[config.mk]
export PLATFORM = sky130hd
export DESIGN_NAME = multi_waveform_tone_generator_core
export DESIGN_NICKNAME = d
export VERILOG_FILES = /design/src/hw/rtl/mwtg_pkg.sv /design/src/hw/rtl/multi_waveform_tone_generator_core.sv
export SDC_FILE = /design/constraint.sdc
export NUM_CORES = 1
export LEC_CHECK = 0
export BUFFER_PORTS_ARGS = -buffer_cell sky130_fd_sc_hd__buf_4
export CAP_MARGIN = 10
export CORE_UTILIZATION = 60
export CTS_BUF_LIST = sky130_fd_sc_hd__clkbuf_2
export DETAILED_ROUTE_END_ITERATION = 7
export GPL_TIMING_DRIVEN = 0
export PLACE_DENSITY = 0.8
export SLEW_MARGIN = 20
export SYNTH_ARGS = -nofsm -noshare
export SYNTH_HDL_FRONTEND = slang
export SYNTH_SLANG_ARGS = --single-unit
[constraint.sdc]
create_clock -name i_clk -period 3.9 [get_ports i_clk]
set_input_delay 0 -clock i_clk [delete_from_list [all_inputs] [get_ports i_clk]]
set_output_delay 0 -clock i_clk [all_outputs]
set_load 0.03 [all_outputs]
[src/hw/rtl/mwtg_pkg.sv]
// Package for the multi-waveform tone generator: waveform constants,
// widths and the sine sample function used to build the phase table.
// No dependencies.
package mwtg_pkg;

    localparam int unsigned DAC_W       = 12;
    localparam int unsigned TEMP_W      = 11;
    localparam int unsigned TPV_W       = 16;
    localparam int unsigned TSAW_W      = 13;
    localparam int unsigned QUOT_W      = 12;
    localparam int unsigned DIV_STEPS   = 16;

    localparam int unsigned SINE_STEPS_DEF = 16;

    localparam logic [DAC_W-1:0]  TRI_STEP = 12'd511;
    localparam logic [DAC_W-1:0]  TRI_TOP  = 12'd4088;
    localparam logic [DAC_W-1:0]  SAW_STEP = 12'd255;
    localparam logic [DAC_W-1:0]  SAW_TOP  = 12'd4080;
    localparam logic [DAC_W-1:0]  DAC_MAX  = 12'd4095;
    localparam logic [15:0]       TEMP_NUM = 16'd65520;
    localparam logic [TEMP_W-1:0] TEMP_MIN = 11'd16;
    localparam logic [TPV_W-1:0]  TPV_RESET = 16'd3500;

    localparam logic [63:0] Q30_ONE     = 64'd1073741824;
    localparam logic [63:0] PI_HALF_Q30 = 64'd1686629713;

    typedef enum logic [1:0] {
        VOICE_SINE = 2'd0,
        VOICE_SAW  = 2'd1,
        VOICE_TRI  = 2'd2
    } t_voice;

    typedef enum logic [1:0] {
        MODE_BOOT  = 2'd0,
        MODE_CYCLE = 2'd1,
        MODE_TEMP  = 2'd2
    } t_mode;

    // One series step: divide by the next factorial ratio.
    function automatic logic [63:0] fact_step(input logic [63:0] p, input logic odd,
                                              input logic [2:0] k);
        logic [63:0] q;
        case ({odd, k})
            4'b1_001: q = p / 64'd6;
            4'b1_010: q = p / 64'd20;
            4'b1_011: q = p / 64'd42;
            4'b1_100: q = p / 64'd72;
            4'b1_101: q = p / 64'd110;
            4'b1_110: q = p / 64'd156;
            4'b0_001: q = p / 64'd2;
            4'b0_010: q = p / 64'd12;
            4'b0_011: q = p / 64'd30;
            4'b0_100: q = p / 64'd56;
            4'b0_101: q = p / 64'd90;
            4'b0_110: q = p / 64'd132;
            default:  q = '0;
        endcase
        return q;
    endfunction

    // Taylor series in Q30: sin to x^13 when odd, else cos to x^12.
    function automatic logic signed [63:0] series_q30(input logic [63:0] x, input logic odd);
        logic [63:0]        x2;
        logic [63:0]        term;
        logic signed [63:0] sum;
        x2   = (x * x) >> 30;
        term = odd ? x : Q30_ONE;
        sum  = $signed(term);
        for (int k = 1; k <= 6; k++) begin
            term = fact_step((term * x2) >> 30, odd, 3'(k));
            if ((k % 2) == 1) begin
                sum = sum - $signed(term);
            end else begin
                sum = sum + $signed(term);
            end
        end
        return sum;
    endfunction

    // DAC code for a quadrant and an in-quadrant angle x (Q30 radians).
    function automatic logic [DAC_W-1:0] sine_sample(input logic [63:0] x,
                                                    input logic [1:0] quad);
        logic signed [63:0] s;
        logic [63:0]        v;
        s = series_q30(x, !quad[0]);
        if (quad[1]) begin
            s = -s;
        end
        if (s > $signed(Q30_ONE)) begin
            s = $signed(Q30_ONE);
        end
        if (s < -$signed(Q30_ONE)) begin
            s = -$signed(Q30_ONE);
        end
        v = ((64'(s) + Q30_ONE) * 64'd2048) >> 30;
        return (v > 64'(DAC_MAX)) ? DAC_MAX : v[DAC_W-1:0];
    endfunction

endpackage

[src/hw/rtl/multi_waveform_tone_generator_core.sv]
// Tone generator core: triangle, saw, sine and temperature saw voices,
// with a bit-serial divider for the temperature step.
// Depends on mwtg_pkg.
//
//  channel | signals                                   | direction
//  --------+-------------------------------------------+----------
//  in      | i_in_valid, o_in_stall, i_req_type,       | request in
//          | i_temperature                             |
//  out     | o_out_valid, i_out_stall, o_dac_value,    | result out
//          | o_led_on, o_mode_code                     |
//  cfg     | i_cfg_we, i_cfg_data (ticks_per_voice)    | write only
//
// A tick request runs through the restoring divider (one quotient bit per cycle
// through one shared subtractor), then the update and the output state; a
// press request skips the divider and goes to the update, then the output state.
// The next request is taken once the sequencer is back in idle, even while
// the previous result still sits in the output register.
// Synchronous active-low reset; the output stage holds while i_out_stall.
module multi_waveform_tone_generator_core
    import mwtg_pkg::*;
#(
    parameter int unsigned SINE_STEPS = SINE_STEPS_DEF
) (
    input  logic              i_clk,
    input  logic              i_rst_n,
    input  logic              i_in_valid,
    output logic              o_in_stall,
    input  logic              i_req_type,
    input  logic [TEMP_W-1:0] i_temperature,
    output logic              o_out_valid,
    input  logic              i_out_stall,
    output logic [DAC_W-1:0]  o_dac_value,
    output logic              o_led_on,
    output logic [1:0]        o_mode_code,
    input  logic              i_cfg_we,
    input  logic [TPV_W-1:0]  i_cfg_data
);

    localparam int unsigned PH_W = $clog2(SINE_STEPS);
    localparam logic [PH_W-1:0] PH_LAST = PH_W'(SINE_STEPS - 1);

    typedef logic [SINE_STEPS-1:0][DAC_W-1:0] t_sine_tab;

    function automatic t_sine_tab build_sine_tab();
        t_sine_tab   tab;
        logic [63:0] quad;
        logic [63:0] rem;
        logic [63:0] x;
        for (int i = 0; i < SINE_STEPS; i++) begin
            quad   = 64'((4 * i) / SINE_STEPS);
            rem    = 64'((4 * i) % SINE_STEPS);
            x      = (PI_HALF_Q30 * rem) / SINE_STEPS;
            tab[i] = sine_sample(x, quad[1:0]);
        end
        return tab;
    endfunction

    localparam t_sine_tab SINE_TAB = build_sine_tab();

    typedef enum logic [1:0] {
        S_IDLE,
        S_DIV,
        S_UPD,
        S_OUT
    } t_state;

    t_state              r_state;
    logic                r_is_press;
    logic [TPV_W-1:0]    r_ticks_per_voice;

    logic [DAC_W-1:0]    r_tri_level;
    logic                r_tri_falling;
    logic [DAC_W-1:0]    r_saw_level;
    logic [PH_W-1:0]     r_sine_phase;
    logic [TSAW_W-1:0]   r_temp_saw_level;
    logic [TPV_W-1:0]    r_tick_count;
    t_voice              r_voice_index;
    logic                r_booted_idle;
    logic                r_temp_mode;

    // divider
    logic [TEMP_W-1:0]   r_divisor;
    logic [TEMP_W-1:0]   r_rem;
    logic [QUOT_W-1:0]   r_quot;
    logic [3:0]          r_div_cnt;

    logic [TEMP_W:0]     n_trial;
    logic                n_qbit;
    logic [TEMP_W-1:0]   n_rem;
    logic [TPV_W-1:0]    n_tick;
    logic [DAC_W-1:0]    n_dac;
    t_mode               n_mode;

    logic                in_acc;

    assign o_in_stall = (r_state != S_IDLE);
    assign in_acc     = i_in_valid && !o_in_stall;

    // one restoring step: dividend bits enter MSB first
    always_comb begin
        n_trial = {r_rem, TEMP_NUM[~r_div_cnt]};
        n_qbit  = (n_trial >= {1'b0, r_divisor});
        n_rem   = n_qbit ? TEMP_W'(n_trial - {1'b0, r_divisor}) : n_trial[TEMP_W-1:0];
    end

    assign n_tick = r_tick_count + TPV_W'(1);

    always_comb begin
        if (r_booted_idle) begin
            n_dac  = r_saw_level;
            n_mode = MODE_BOOT;
        end else if (!r_temp_mode) begin
            n_mode = MODE_CYCLE;
            unique case (r_voice_index)
                VOICE_SAW: n_dac = r_saw_level;
                VOICE_TRI: n_dac = r_tri_level;
                default:   n_dac = SINE_TAB[r_sine_phase];
            endcase
        end else begin
            n_mode = MODE_TEMP;
            n_dac  = (r_temp_saw_level > TSAW_W'(DAC_MAX)) ? DAC_MAX
                                                           : r_temp_saw_level[DAC_W-1:0];
        end
    end

    always_ff @(posedge i_clk) begin
        if (!i_rst_n) begin
            r_state           <= S_IDLE;
            r_is_press        <= 1'b0;
            r_ticks_per_voice <= TPV_RESET;
            r_tri_level       <= '0;
            r_tri_falling     <= 1'b0;
            r_saw_level       <= '0;
            r_sine_phase      <= '0;
            r_temp_saw_level  <= '0;
            r_tick_count      <= '0;
            r_voice_index     <= VOICE_SINE;
            r_booted_idle     <= 1'b1;
            r_temp_mode       <= 1'b1;
            r_div_cnt         <= '0;
            o_out_valid       <= 1'b0;
        end else begin
            if (i_cfg_we) begin
                r_ticks_per_voice <= i_cfg_data;
            end
            // in the output step the slot is refilled below
            if (o_out_valid && !i_out_stall && r_state != S_OUT) begin
                o_out_valid <= 1'b0;
            end

            unique case (r_state)
                S_IDLE: begin
                    if (in_acc) begin
                        r_is_press <= i_req_type;
                        r_divisor  <= (i_temperature < TEMP_MIN) ? TEMP_MIN : i_temperature;
                        r_rem      <= '0;
                        r_quot     <= '0;
                        r_div_cnt  <= '0;
                        r_state    <= i_req_type ? S_UPD : S_DIV;
                    end
                end
                S_DIV: begin
                    r_rem     <= n_rem;
                    r_quot    <= {r_quot[QUOT_W-2:0], n_qbit};
                    r_div_cnt <= r_div_cnt + 4'd1;
                    if (r_div_cnt == 4'(DIV_STEPS - 1)) begin
                        r_state <= S_UPD;
                    end
                end
                S_UPD: begin
                    if (r_is_press) begin
                        r_temp_mode   <= !r_temp_mode;
                        r_booted_idle <= 1'b0;
                    end else begin
                        if (!r_tri_falling) begin
                            if (r_tri_level < TRI_TOP) begin
                                r_tri_level <= r_tri_level + TRI_STEP;
                            end else begin
                                r_tri_falling <= 1'b1;
                            end
                        end else begin
                            if (r_tri_level != '0) begin
                                r_tri_level <= r_tri_level - TRI_STEP;
                            end else begin
                                r_tri_falling <= 1'b0;
                            end
                        end
                        r_saw_level  <= (r_saw_level < SAW_TOP) ? r_saw_level + SAW_STEP
                                                                : '0;
                        r_sine_phase <= (r_sine_phase == PH_LAST) ? '0
                                                                  : r_sine_phase + PH_W'(1);
                        r_temp_saw_level <= (r_temp_saw_level < TSAW_W'(DAC_MAX))
                                          ? r_temp_saw_level + TSAW_W'(r_quot) : '0;
                        if (n_tick == r_ticks_per_voice) begin
                            r_tick_count  <= '0;
                            r_voice_index <= (r_voice_index == VOICE_SINE) ? VOICE_SAW
                                           : (r_voice_index == VOICE_SAW)  ? VOICE_TRI
                                           : VOICE_SINE;
                        end else begin
                            r_tick_count <= n_tick;
                        end
                    end
                    r_state <= S_OUT;
                end
                S_OUT: begin
                    // wait for a free output slot
                    if (!o_out_valid || !i_out_stall) begin
                        o_out_valid <= 1'b1;
                        o_dac_value <= n_dac;
                        o_led_on    <= (n_mode == MODE_TEMP);
                        o_mode_code <= n_mode;
                        r_state     <= S_IDLE;
                    end
                end
                default: r_state <= S_IDLE;
            endcase
        end
    end

`ifndef SYNTHESIS
    a_tri_range: assert property (@(posedge i_clk) disable iff (!i_rst_n)
        r_tri_level <= TRI_TOP)
        else $error("triangle level out of range");

    a_voice_valid: assert property (@(posedge i_clk) disable iff (!i_rst_n)
        r_voice_index == VOICE_SINE || r_voice_index == VOICE_SAW
        || r_voice_index == VOICE_TRI)
        else $error("voice index took the unused code");

    a_press_path: assert property (@(posedge i_clk) disable iff (!i_rst_n)
        in_acc && i_req_type |=> r_state == S_UPD)
        else $error("press request did not skip the divider");

    a_tick_path: assert property (@(posedge i_clk) disable iff (!i_rst_n)
        in_acc && !i_req_type |=> r_state == S_DIV && r_div_cnt == 4'd0)
        else $error("tick request did not start the divider");

    a_out_source: assert property (@(posedge i_clk) disable iff (!i_rst_n)
        $rose(o_out_valid) |-> $past(r_state) == S_OUT)
        else $error("result appeared outside the output step");

    a_boot_mode: assert property (@(posedge i_clk) disable iff (!i_rst_n)
        o_out_valid && o_mode_code == MODE_BOOT |-> !o_led_on)
        else $error("boot mode result with the LED on");
`endif

endmodule
# Word-level counts from Yosys, hierarchy flattened
# Memories as Yosys holds them, arrays and structs flattened. A register that Yosys moved wholly into a read port is not among the register bits.
# Index checks and enable logic that the tools add are counted.
# classes
add_sub_neg,8
multipliers,0
div_mod_pow,0
order_cmp,8
n_eq_ne,14
shift,0
mux,37
n_bitwise,2
reduce_logical,24
# ops
op,count
$mux W12,9
$pmux W12 S2,2
$lt A12 B12 Y1 const B,2
$mux W11,2
$pmux W11 S2,1
$add A16 B1 Y16 const B,1
$eq A16 B16 Y1,1
$mux W16,1
$mux W2,8
$mux W4,4
$reduce_and A3 Y1,5
$add A13 B12 Y13,1
$gt A13 B12 Y1 const B,1
$lt A13 B12 Y1 const B,1
$mux W13,1
$add A12 B8 Y12 const B,1
$add A12 B9 Y12 const B,1
$ge A12 B11 Y1,1
$reduce_bool A12 Y1,1
$sub A12 B9 Y12 const B,1
$lt A11 B5 Y1 const B,1
$sub A11 B11 Y11,1
$lt A4 B5 Y1 const B,2
$add A4 B1 Y4 const B,2
other kinds (17),42
# totals
reg_bits,135
latchBits,0
ram_bits,0
romBits,208
in_bits,33
output_inout_bits,17
word_cells,115
memories,2
# mem_list
name,words,word_bits,read_ports,rd_clocked_by_memory_dff,wr,line_no,source
(no name shown),16,12,1,1,0,multi_waveform_tone_generator_core.sv:117,default: n_dac = SINE_TAB[r_sine_phase];
(no name shown),16,1,1,0,0,multi_waveform_tone_generator_core.sv:101,"n_trial = {r_rem, TEMP_NUM[~r_div_cnt]};"

# Logic depth before layout (Yosys ltp)
# Gate-level depths: netlist (run 1).
# depth
ltp_word,6
mapped_depth,14
ltp_nobuf,12

# Least setup slack after synthesis (run 1)
# OpenSTA, ideal clock, no wires.
# synth_timing
path_type,register to register
start,register r_div_cnt[2]
end,"register r_rem[0], data pin"
setup_time_ps,256
t_arrival_ps,2754
required_ps,3644
path_slack_ps,890
path_stages_with_launch,14
path_buffers,2
period_less_slack_ps,3010
path_cell_list,dfxtp_1 nand2_1 inv_1 ha_1 inv_1 fa_1 a21o_1 a21o_1 a221oi_1 a2bb2oi_1 nand2b_1 clkbuf_1 clkbuf_1 o211a_1
# synth_via
elab_chain_len,6
word_cells_on_any_way,7
classes_between,1 x add/sub; 1 x order compare; 3 x mux; 1 x bitwise; 1 x memory
# synth_rtl
item,line_no,source
from (decl),multi_waveform_tone_generator_core.sv:85,logic [3:0] r_div_cnt;
from (signal assigned),multi_waveform_tone_generator_core.sv:165,r_div_cnt <= r_div_cnt + 4'd1;
$not A4 Y4 (*),multi_waveform_tone_generator_core.sv:101,
$mem_v2 Z16 W1 (*),-,
$mux W1 (implied by the code) (*),multi_waveform_tone_generator_core.sv:101,
$sub A11 B11 Y11 / $ge A12 B11 Y1 (equally long branches),"multi_waveform_tone_generator_core.sv:103, multi_waveform_tone_generator_core.sv:102",
$mux W11 (*),multi_waveform_tone_generator_core.sv:103,"n_rem = n_qbit ? TEMP_W'(n_trial - {1'b0, r_divisor}) : n_trial[TEMP_W-1:0];"
$pmux W11 S2 (*),multi_waveform_tone_generator_core.sv:151,unique case (r_state)
to (signal assigned),multi_waveform_tone_generator_core.sv:163,r_rem <= n_rem;
to (decl),multi_waveform_tone_generator_core.sv:83,logic [TEMP_W-1:0] r_rem;
# Mark *: on every way between the ends. The rest lies on a longest branch, timed or not. The select of a mux whose other input is x is not followed.
# A chain may end at the register's enable or synchronous reset.

# Worst setup path in the final report (run 1)
# layout_timing
start,register r_div_cnt[2]
end,"register r_rem[6], data pin"
# The elaborated chain is that of the path after synthesis.

==> results by group, run 1 <==
Synthesis
  • Post-synth top flop: dfxtp_1
  • Synthesized Nets: 1034
  • Syn Area/Cell: approximately 8.9 um2
  • Synth unique cells: 72
  • Yosys reg bits: 143
  • Mapped Area: approximately 8400 um2
  • Post-synthesis sequential area ratio: between 30% and 40%
  • Post-synth ARST share: 0%
  • Post-synth EDFFs: 48
  • Mapped Cells: between 900 and 1000
  • Syn. warnings: 0

Clock tree
  • Clk Latency, worst-skew pair: between 0.7 and 0.8 ns
  • Post-CTS sizing: 0
  • CTS max path bufs: 2
  • Number of CTS-inserted buffers: 17
  • Htree depth: 4
  • CTS tree: yes
  • Root Driver: clkbuf_2
  • Setup bufs post-CTS: 0
  • CTS Sinks: approximately 140
  • Worst-path clk slew: 0.20 ns

Floorplan
  • Initial core utilization: between 60% and 70%
  • Die W: roughly 120 um
  • Core area: about 13000 um2
  • I/O pins: 50
  • Row cnt: between 40 and 50
  • Die area: roughly 15000 um2
  • Die Y: 121 um

STA
  • Post-route clock skew: ~0.032 ns
  • Max frequency: about 0.28 GHz
  • Unrepaired setup endpoints after global routing: false
  • Post-route setup TNS: 0 ns
  • Final Critical Period: about 3.6 ns
  • Fin. max-slew vios: 0
  • Final hold slack: slightly below 0.08 ns
  • Hold Fails Final Rpt: 0
  • Finish-stage setup viols: 0
  • Slew Limit Headroom: about 36%
  • Worst-margin pin slew: ~0.95 ns
  • Final period util: between 90% and 100%

Worst setup path
  • Worst-path maximum fanout: 10
  • Setup crit end kind: register
  • CP max stage cell: a221oi_1
  • CP Launch Type: register
  • CP Cell Sequence: nand2_1, inv_1, ha_1, inv_1, fa_1, a21o_1, a21o_1, a221oi_1, a2bb2oi_1, nand2b_1, clkbuf_1, clkbuf_1, mux2i_1, nor2b_1
  • Critical Path Max Stage Delay: 0.47 ns
  • WP data required: approximately 4.4 ns
  • Setup CP Type: reg2reg
  • Critical Path AT: between 4 and 5 ns

Pwr
  • Gate power share: roughly 44%
  • Clock share of power: around 18%
  • Internal: ~3.5 mW
  • LEAKAGE: between 4 and 5 nW
  • Peak VDD IR: 0.359 mV
  • Seq pwr share: about 38%
  • Sw Ratio: around two fifths
  • Psw: 2.33 mW
  • P per Cell Area: between 500 and 600 nW/um2

Layout
  • Layout area overhead: 17.6%
  • Footprint of the multi-input gates: 4730 um2
  • Utilization after layout: approximately 74%
  • Final instance area: around 9900 um2
  • Filler cells: between 1000 and 1500
  • Layout Nets: ~1200
  • FF/Latch Area: between 3000 and 4000 um2
  • Share of cells above drive strength 1: about a tenth

Hold path
  • Worst Hold Class: in2reg

Placed design
  • GP Congestion: 0.956
  • DP HPWL: between 10 and 15 mm
  • PortBufs: 47
  • Placed Area: 9020 um2

GRT
  • Initial antenna violation count: 1
  • First-pass GRT wire length: ~34 mm
  • Largest net degree at the start of global routing: 24
  • Vias in the first global route: 7037
  • GRT overflow: 0
  • Global Route Usage Sum: between 20% and 30%

Status
  • Outcome: completed

Detailed routing
  • Routed WL: between 20 and 25 mm
  • Routed Antenna Nets: 0
  • DRT iter0 DRCs: 530
  • Remaining DRCs: 0
  • Via count: between 7000 and 8000
  • Vias per cell: 5.82
  • Pre-antenna DRT Iters: 5
  • Avg WL per Cell: between 15 and 20 um

Flow run
  • MaxCap Viol Count: 0
layout make-up:
type	count	share of cell area (%)
timing repair buffer	108	9.71
clock inverter	14	1.99
clock buffer	18	0.908
tap	176	2.22
multi-input combinational	709	47.7
buffer	56	2.33
inverter	38	1.44
sequential	143	33.7
antenna	1	0.0252
cells in the mapped netlist, types with 26 or more instances:
master,n,area (um2)
a21oi_1,56,280
ha_1,52,651
dfxtp_1,95,1900
xnor2_1,38,333
clkbuf_1,42,158
edfxtp_1,48,1440
mux2i_1,37,370
nor2_1,98,368
nand2_1,91,342
nand3_1,26,130
inv_1,37,139
o21ai_0,46,230
placed cells by master (no fill, tap or decap), types with 37 or more instances in the layout:
cell           instances
clkbuf_1              42
buf_4                 48
dlygate4sd3_1         61
nand2_1               91
a21oi_1               55
xnor2_1               38
ha_1                  52
edfxtp_1              48
inv_1                 37
mux2i_1               37
dfxtp_1               95
o21ai_0               46
nor2_1                97
flip-flops by register name, indices dropped and copies added (netlist names), 2 cells and up, named ones only:
name and cells:
r_div_cnt 4, r_quot 12, r_voice_index 2, r_ticks_per_voice 16, o_dac_value 12, r_rem 11
r_tri_level 12, r_saw_level 12, r_temp_saw_level 13, r_sine_phase 4, r_state 2, r_divisor 11
r_tick_count 16
repair_timing:
item	4_1_cts	5_1_grt
hold buffers	61	0
setup endpoints to repair	0	0
endpoints found under the hold margin	77	0
per-stage QoR:
| stage | setup slack [ns] | std cells | power (mW) |
|---|---|---|---|
| after floorplan | 0.890 | 946 | 4.10 |
| after global placement | 0.496 | 1169 | 4.64 |
| after detailed placement | 0.461 | 1169 | 4.71 |
| after CTS | 0.401 | 1262 | 5.77 |
| after global routing | 0.0483 | 1263 | 6.21 |
| final | 0.342 | 1263 | 5.81 |
cells by family (layout without fill, tap and decap cells):
group | count (synthesis) | after routing | share of synthesized area, %
multiplexers | 38 | 38 | 4.53
other | 0 | 1 | 0
XOR/XNOR | 60 | 60 | 6.23
adder cells (fa/ha/maj) | 55 | 55 | 8.43
AND/OR/NAND/NOR | 345 | 345 | 20.4
flip-flops | 143 | 143 | 39.6
buffers and inverters | 94 | 234 | 4.44
AO/OA/AOI/OAI | 211 | 211 | 16.4
power by group through the flow:
stage / Sequential, mW / Combinational, mW / Clock (mW)
detailed placement: 2.23 / 2.48 / 0
CTS: 2.20 / 2.54 / 1.03
global placement: 2.23 / 2.41 / 0
finish: 2.21 / 2.57 / 1.02
floorplan: 2.13 / 1.97 / 0
global route: 2.24 / 2.87 / 1.10
layer usage:
layer / wire length, um / track usage (%)
met5: 0 / 0
met4: 550 / 12.4
met3: 803 / 4.76
met2: 9600 / 49.2
met1: 9110 / 37.8
critical path: cells and delay by family (launching register included):
family          cells  cell delay, ns
fa+ha+maj           2            0.58
flops               1            0.42
mux                 1            0.26
simple gates        3            0.27
buf+inv             4            0.63
compound gates      4            1.17
path summary, 6_finish.rpt:
kind	to	start	depth (start not counted)	slack [ns]
min reg2reg	r_voice_index[1]	r_voice_index[1]	2	0.50
max reg2reg	r_rem[6]	r_div_cnt[2]	14	0.34
max	r_rem[6]	r_div_cnt[2]	14	0.34
min	r_divisor[6]	i_temperature[6]	3	0.08
Note: power is estimated with default switching activity, not from simulation.
==> run 2, diff against run 1 <==
--- a/config.mk
+++ b/config.mk
@@ -17,2 +17,3 @@
 export SYNTH_HDL_FRONTEND = slang
 export SYNTH_SLANG_ARGS = --single-unit
+export TNS_END_PERCENT = 20
==> constraint.sdc (replaced) <==
create_clock -name i_clk -period 3.9 [get_ports i_clk]
set_input_delay 0.195 -clock i_clk [delete_from_list [all_inputs] [get_ports i_clk]]
set_output_delay 0.195 -clock i_clk [all_outputs]
set_load 0.03 [all_outputs]
==> run 2 against run 1 <==
Final area decreased by 1.6%; worst hold slack better by 0.14 ns; via count shrank 1.9%; global-route usage decreased by 0.65 points.
==> results by group, run 2 (synthesis results as in run 1) <==
Status
  • Outcome: completed

Pwr
  • P per Cell Area: around 600 nW/um2
  • LEAKAGE: 4.02 nW
  • Peak VDD IR: 0.342 mV

STA
  • Max frequency: roughly 0.29 GHz
  • Unrepaired setup endpoints after global routing: false
  • Post-route clock skew: 0.0311 ns
  • Worst-margin pin slew: a little over 1 ns
  • Final Critical Period: around 3.5 ns
  • Hold Fails Final Rpt: 0
  • Finish-stage setup viols: 0
  • Final period util: about 90%
  • Slew Limit Headroom: 31.5%
  • Post-route setup TNS: 0 ns
  • Fin. max-slew vios: 0

Worst setup path
  • WP data required: 4.41 ns
  • Worst-path maximum fanout: 10
  • Worst r2r src: r_div_cnt[2]
  • FF-to-FF setup slack: roughly 0.4 ns
  • Critical Path AT: approximately 4 ns
  • Reg2Reg Depth: 14
  • CP startpoint: r_div_cnt[2]
  • Reg2reg end: r_rem[5]
  • Setup CP Type: reg2reg
  • Setup crit end kind: register
  • CP Launch Type: register

Clock tree
  • Clk Latency, worst-skew pair: between 0.7 and 0.8 ns
  • Worst-path clk slew: approximately 0.19 ns
  • Number of CTS-inserted buffers: 17
  • Root Driver: clkbuf_2
  • Htree depth: 4
  • CTS Sinks: 143
  • CTS tree: yes
  • Cts hold-fix bufs: 45
  • CTS max path bufs: 2
  • Setup bufs post-CTS: 0
  • Post-CTS sizing: 0

Layout
  • Layout Nets: about 1100
  • Most frequent cells in the layout: nor2_1, dfxtp_1, nand2_1
  • Final instance area: 9760 um2
  • Commonest non-fill, non-tap cell in the layout: nor2_1
  • Filler cells: 1050
  • Largest regs: r_tick_count: 16 flops, r_ticks_per_voice: 16 flops, r_temp_saw_level: 13 flops
  • Share of cells above drive strength 1: 10.8%
  • Layout area overhead: 15.7%
  • Utilization after layout: between 70% and 80%

Detailed routing
  • Vias per cell: between 5 and 6
  • DRT iter0 DRCs: slightly below 600
  • Routed WL: 19.4 mm
  • Routed Antenna Nets: 0
  • Remaining DRCs: 0
  • Pre-antenna DRT Iters: 5
  • Avg WL per Cell: roughly 16 um
  • Via count: just over 7000

Floorplan
  • I/O pins: 50
  • Row cnt: 42
  • Core area: roughly 13000 um2
  • Initial core utilization: a little over three fifths
  • Die Y: roughly 120 um
  • Die W: around 120 um
  • Die area: between 10000 and 15000 um2

GRT
  • Initial antenna violation count: 1
  • GRT overflow: 0
  • First-pass GRT wire length: ~33 mm
  • Global Route Usage Sum: 28.8%
  • Vias in the first global route: about 6900
  • Largest net degree at the start of global routing: 24

Placed design
  • GP Congestion: 0.956
  • Placed Area: ~9000 um2
  • DP HPWL: 13.7 mm
  • PortBufs: 47

Hold path
  • Worst hold start: i_cfg_data[2]
  • Worst Hold Depth: 4
  • Hold Path End: r_ticks_per_voice[2]
  • Worst Hold Class: in2reg

Flow run
  • MaxCap Viol Count: 0
run 2: how the worst max path moves through the flow:
stage | end | slack (ns) | depth (start not counted)
after floorplan | r_rem[0] | 0.89 | 13
after global placement | r_quot[6] | 0.30 | 5
after detailed placement | r_rem[5] | 0.46 | 14
after CTS | r_rem[5] | 0.40 | 14
after global routing | r_rem[5] | 0.08 | 14
final | r_rem[5] | 0.39 | 14
run 2: area by class of cell:
class,instances,area [um2],area share (%)
Multi-Input combinational cell,709,4730,48.4
Sequential cell,143,3340,34.3
Timing Repair Buffer,92,803,8.23
Buffer,56,231,2.37
Tap cell,176,220,2.26
Clock inverter,14,198,2.03
Inverter,38,143,1.46
Clock buffer,18,90.1,0.923
Antenna cell,1,2.50,0.0256
run 2: worst max-delay path, cell delays in order, from the launching register on:
cell and delay [ns]:
dfxtp_1 0.42, nand2_1 0.11, inv_1 0.10, ha_1 0.17, inv_1 0.05, fa_1 0.41
a21o_1 0.20, a21o_1 0.21, a221oi_1 0.46, a2bb2oi_1 0.29, nand2b_1 0.08, clkbuf_1 0.17
clkbuf_1 0.30, mux2i_1 0.24, nor2b_1 0.07
run 2: metal layers:
metal	up-vias	routed length [um]	track usage (%)
li1	3594	-	-
met1	3389	8850	37.5
met2	189	9220	47.5
met3	44	850	4.58
met4	0	510	12.5
met5	-	0	0
run 2: power by group:
part / leakage (nW) / switching, mW / internal, mW / total, mW
Sequential: 1.23 / 0.320 / 1.89 / 2.21
Clock: 0.172 / 0.539 / 0.479 / 1.02
Combinational: 2.61 / 1.45 / 1.10 / 2.55
Total: 4.02 / 2.30 / 3.47 / 5.77
run 2: per-stage QoR:
step | instances | hold WS [ns] | power, mW | setup slack, ns
after floorplan | 946 | 0.324 | 4.10 | 0.890
after global placement | 1169 | 0.408 | 4.64 | 0.301
after detailed placement | 1169 | 0.417 | 4.71 | 0.461
after CTS | 1246 | 0.145 | 5.76 | 0.401
after global routing | 1247 | 0.175 | 6.18 | 0.0806
final | 1247 | 0.217 | 5.77 | 0.394
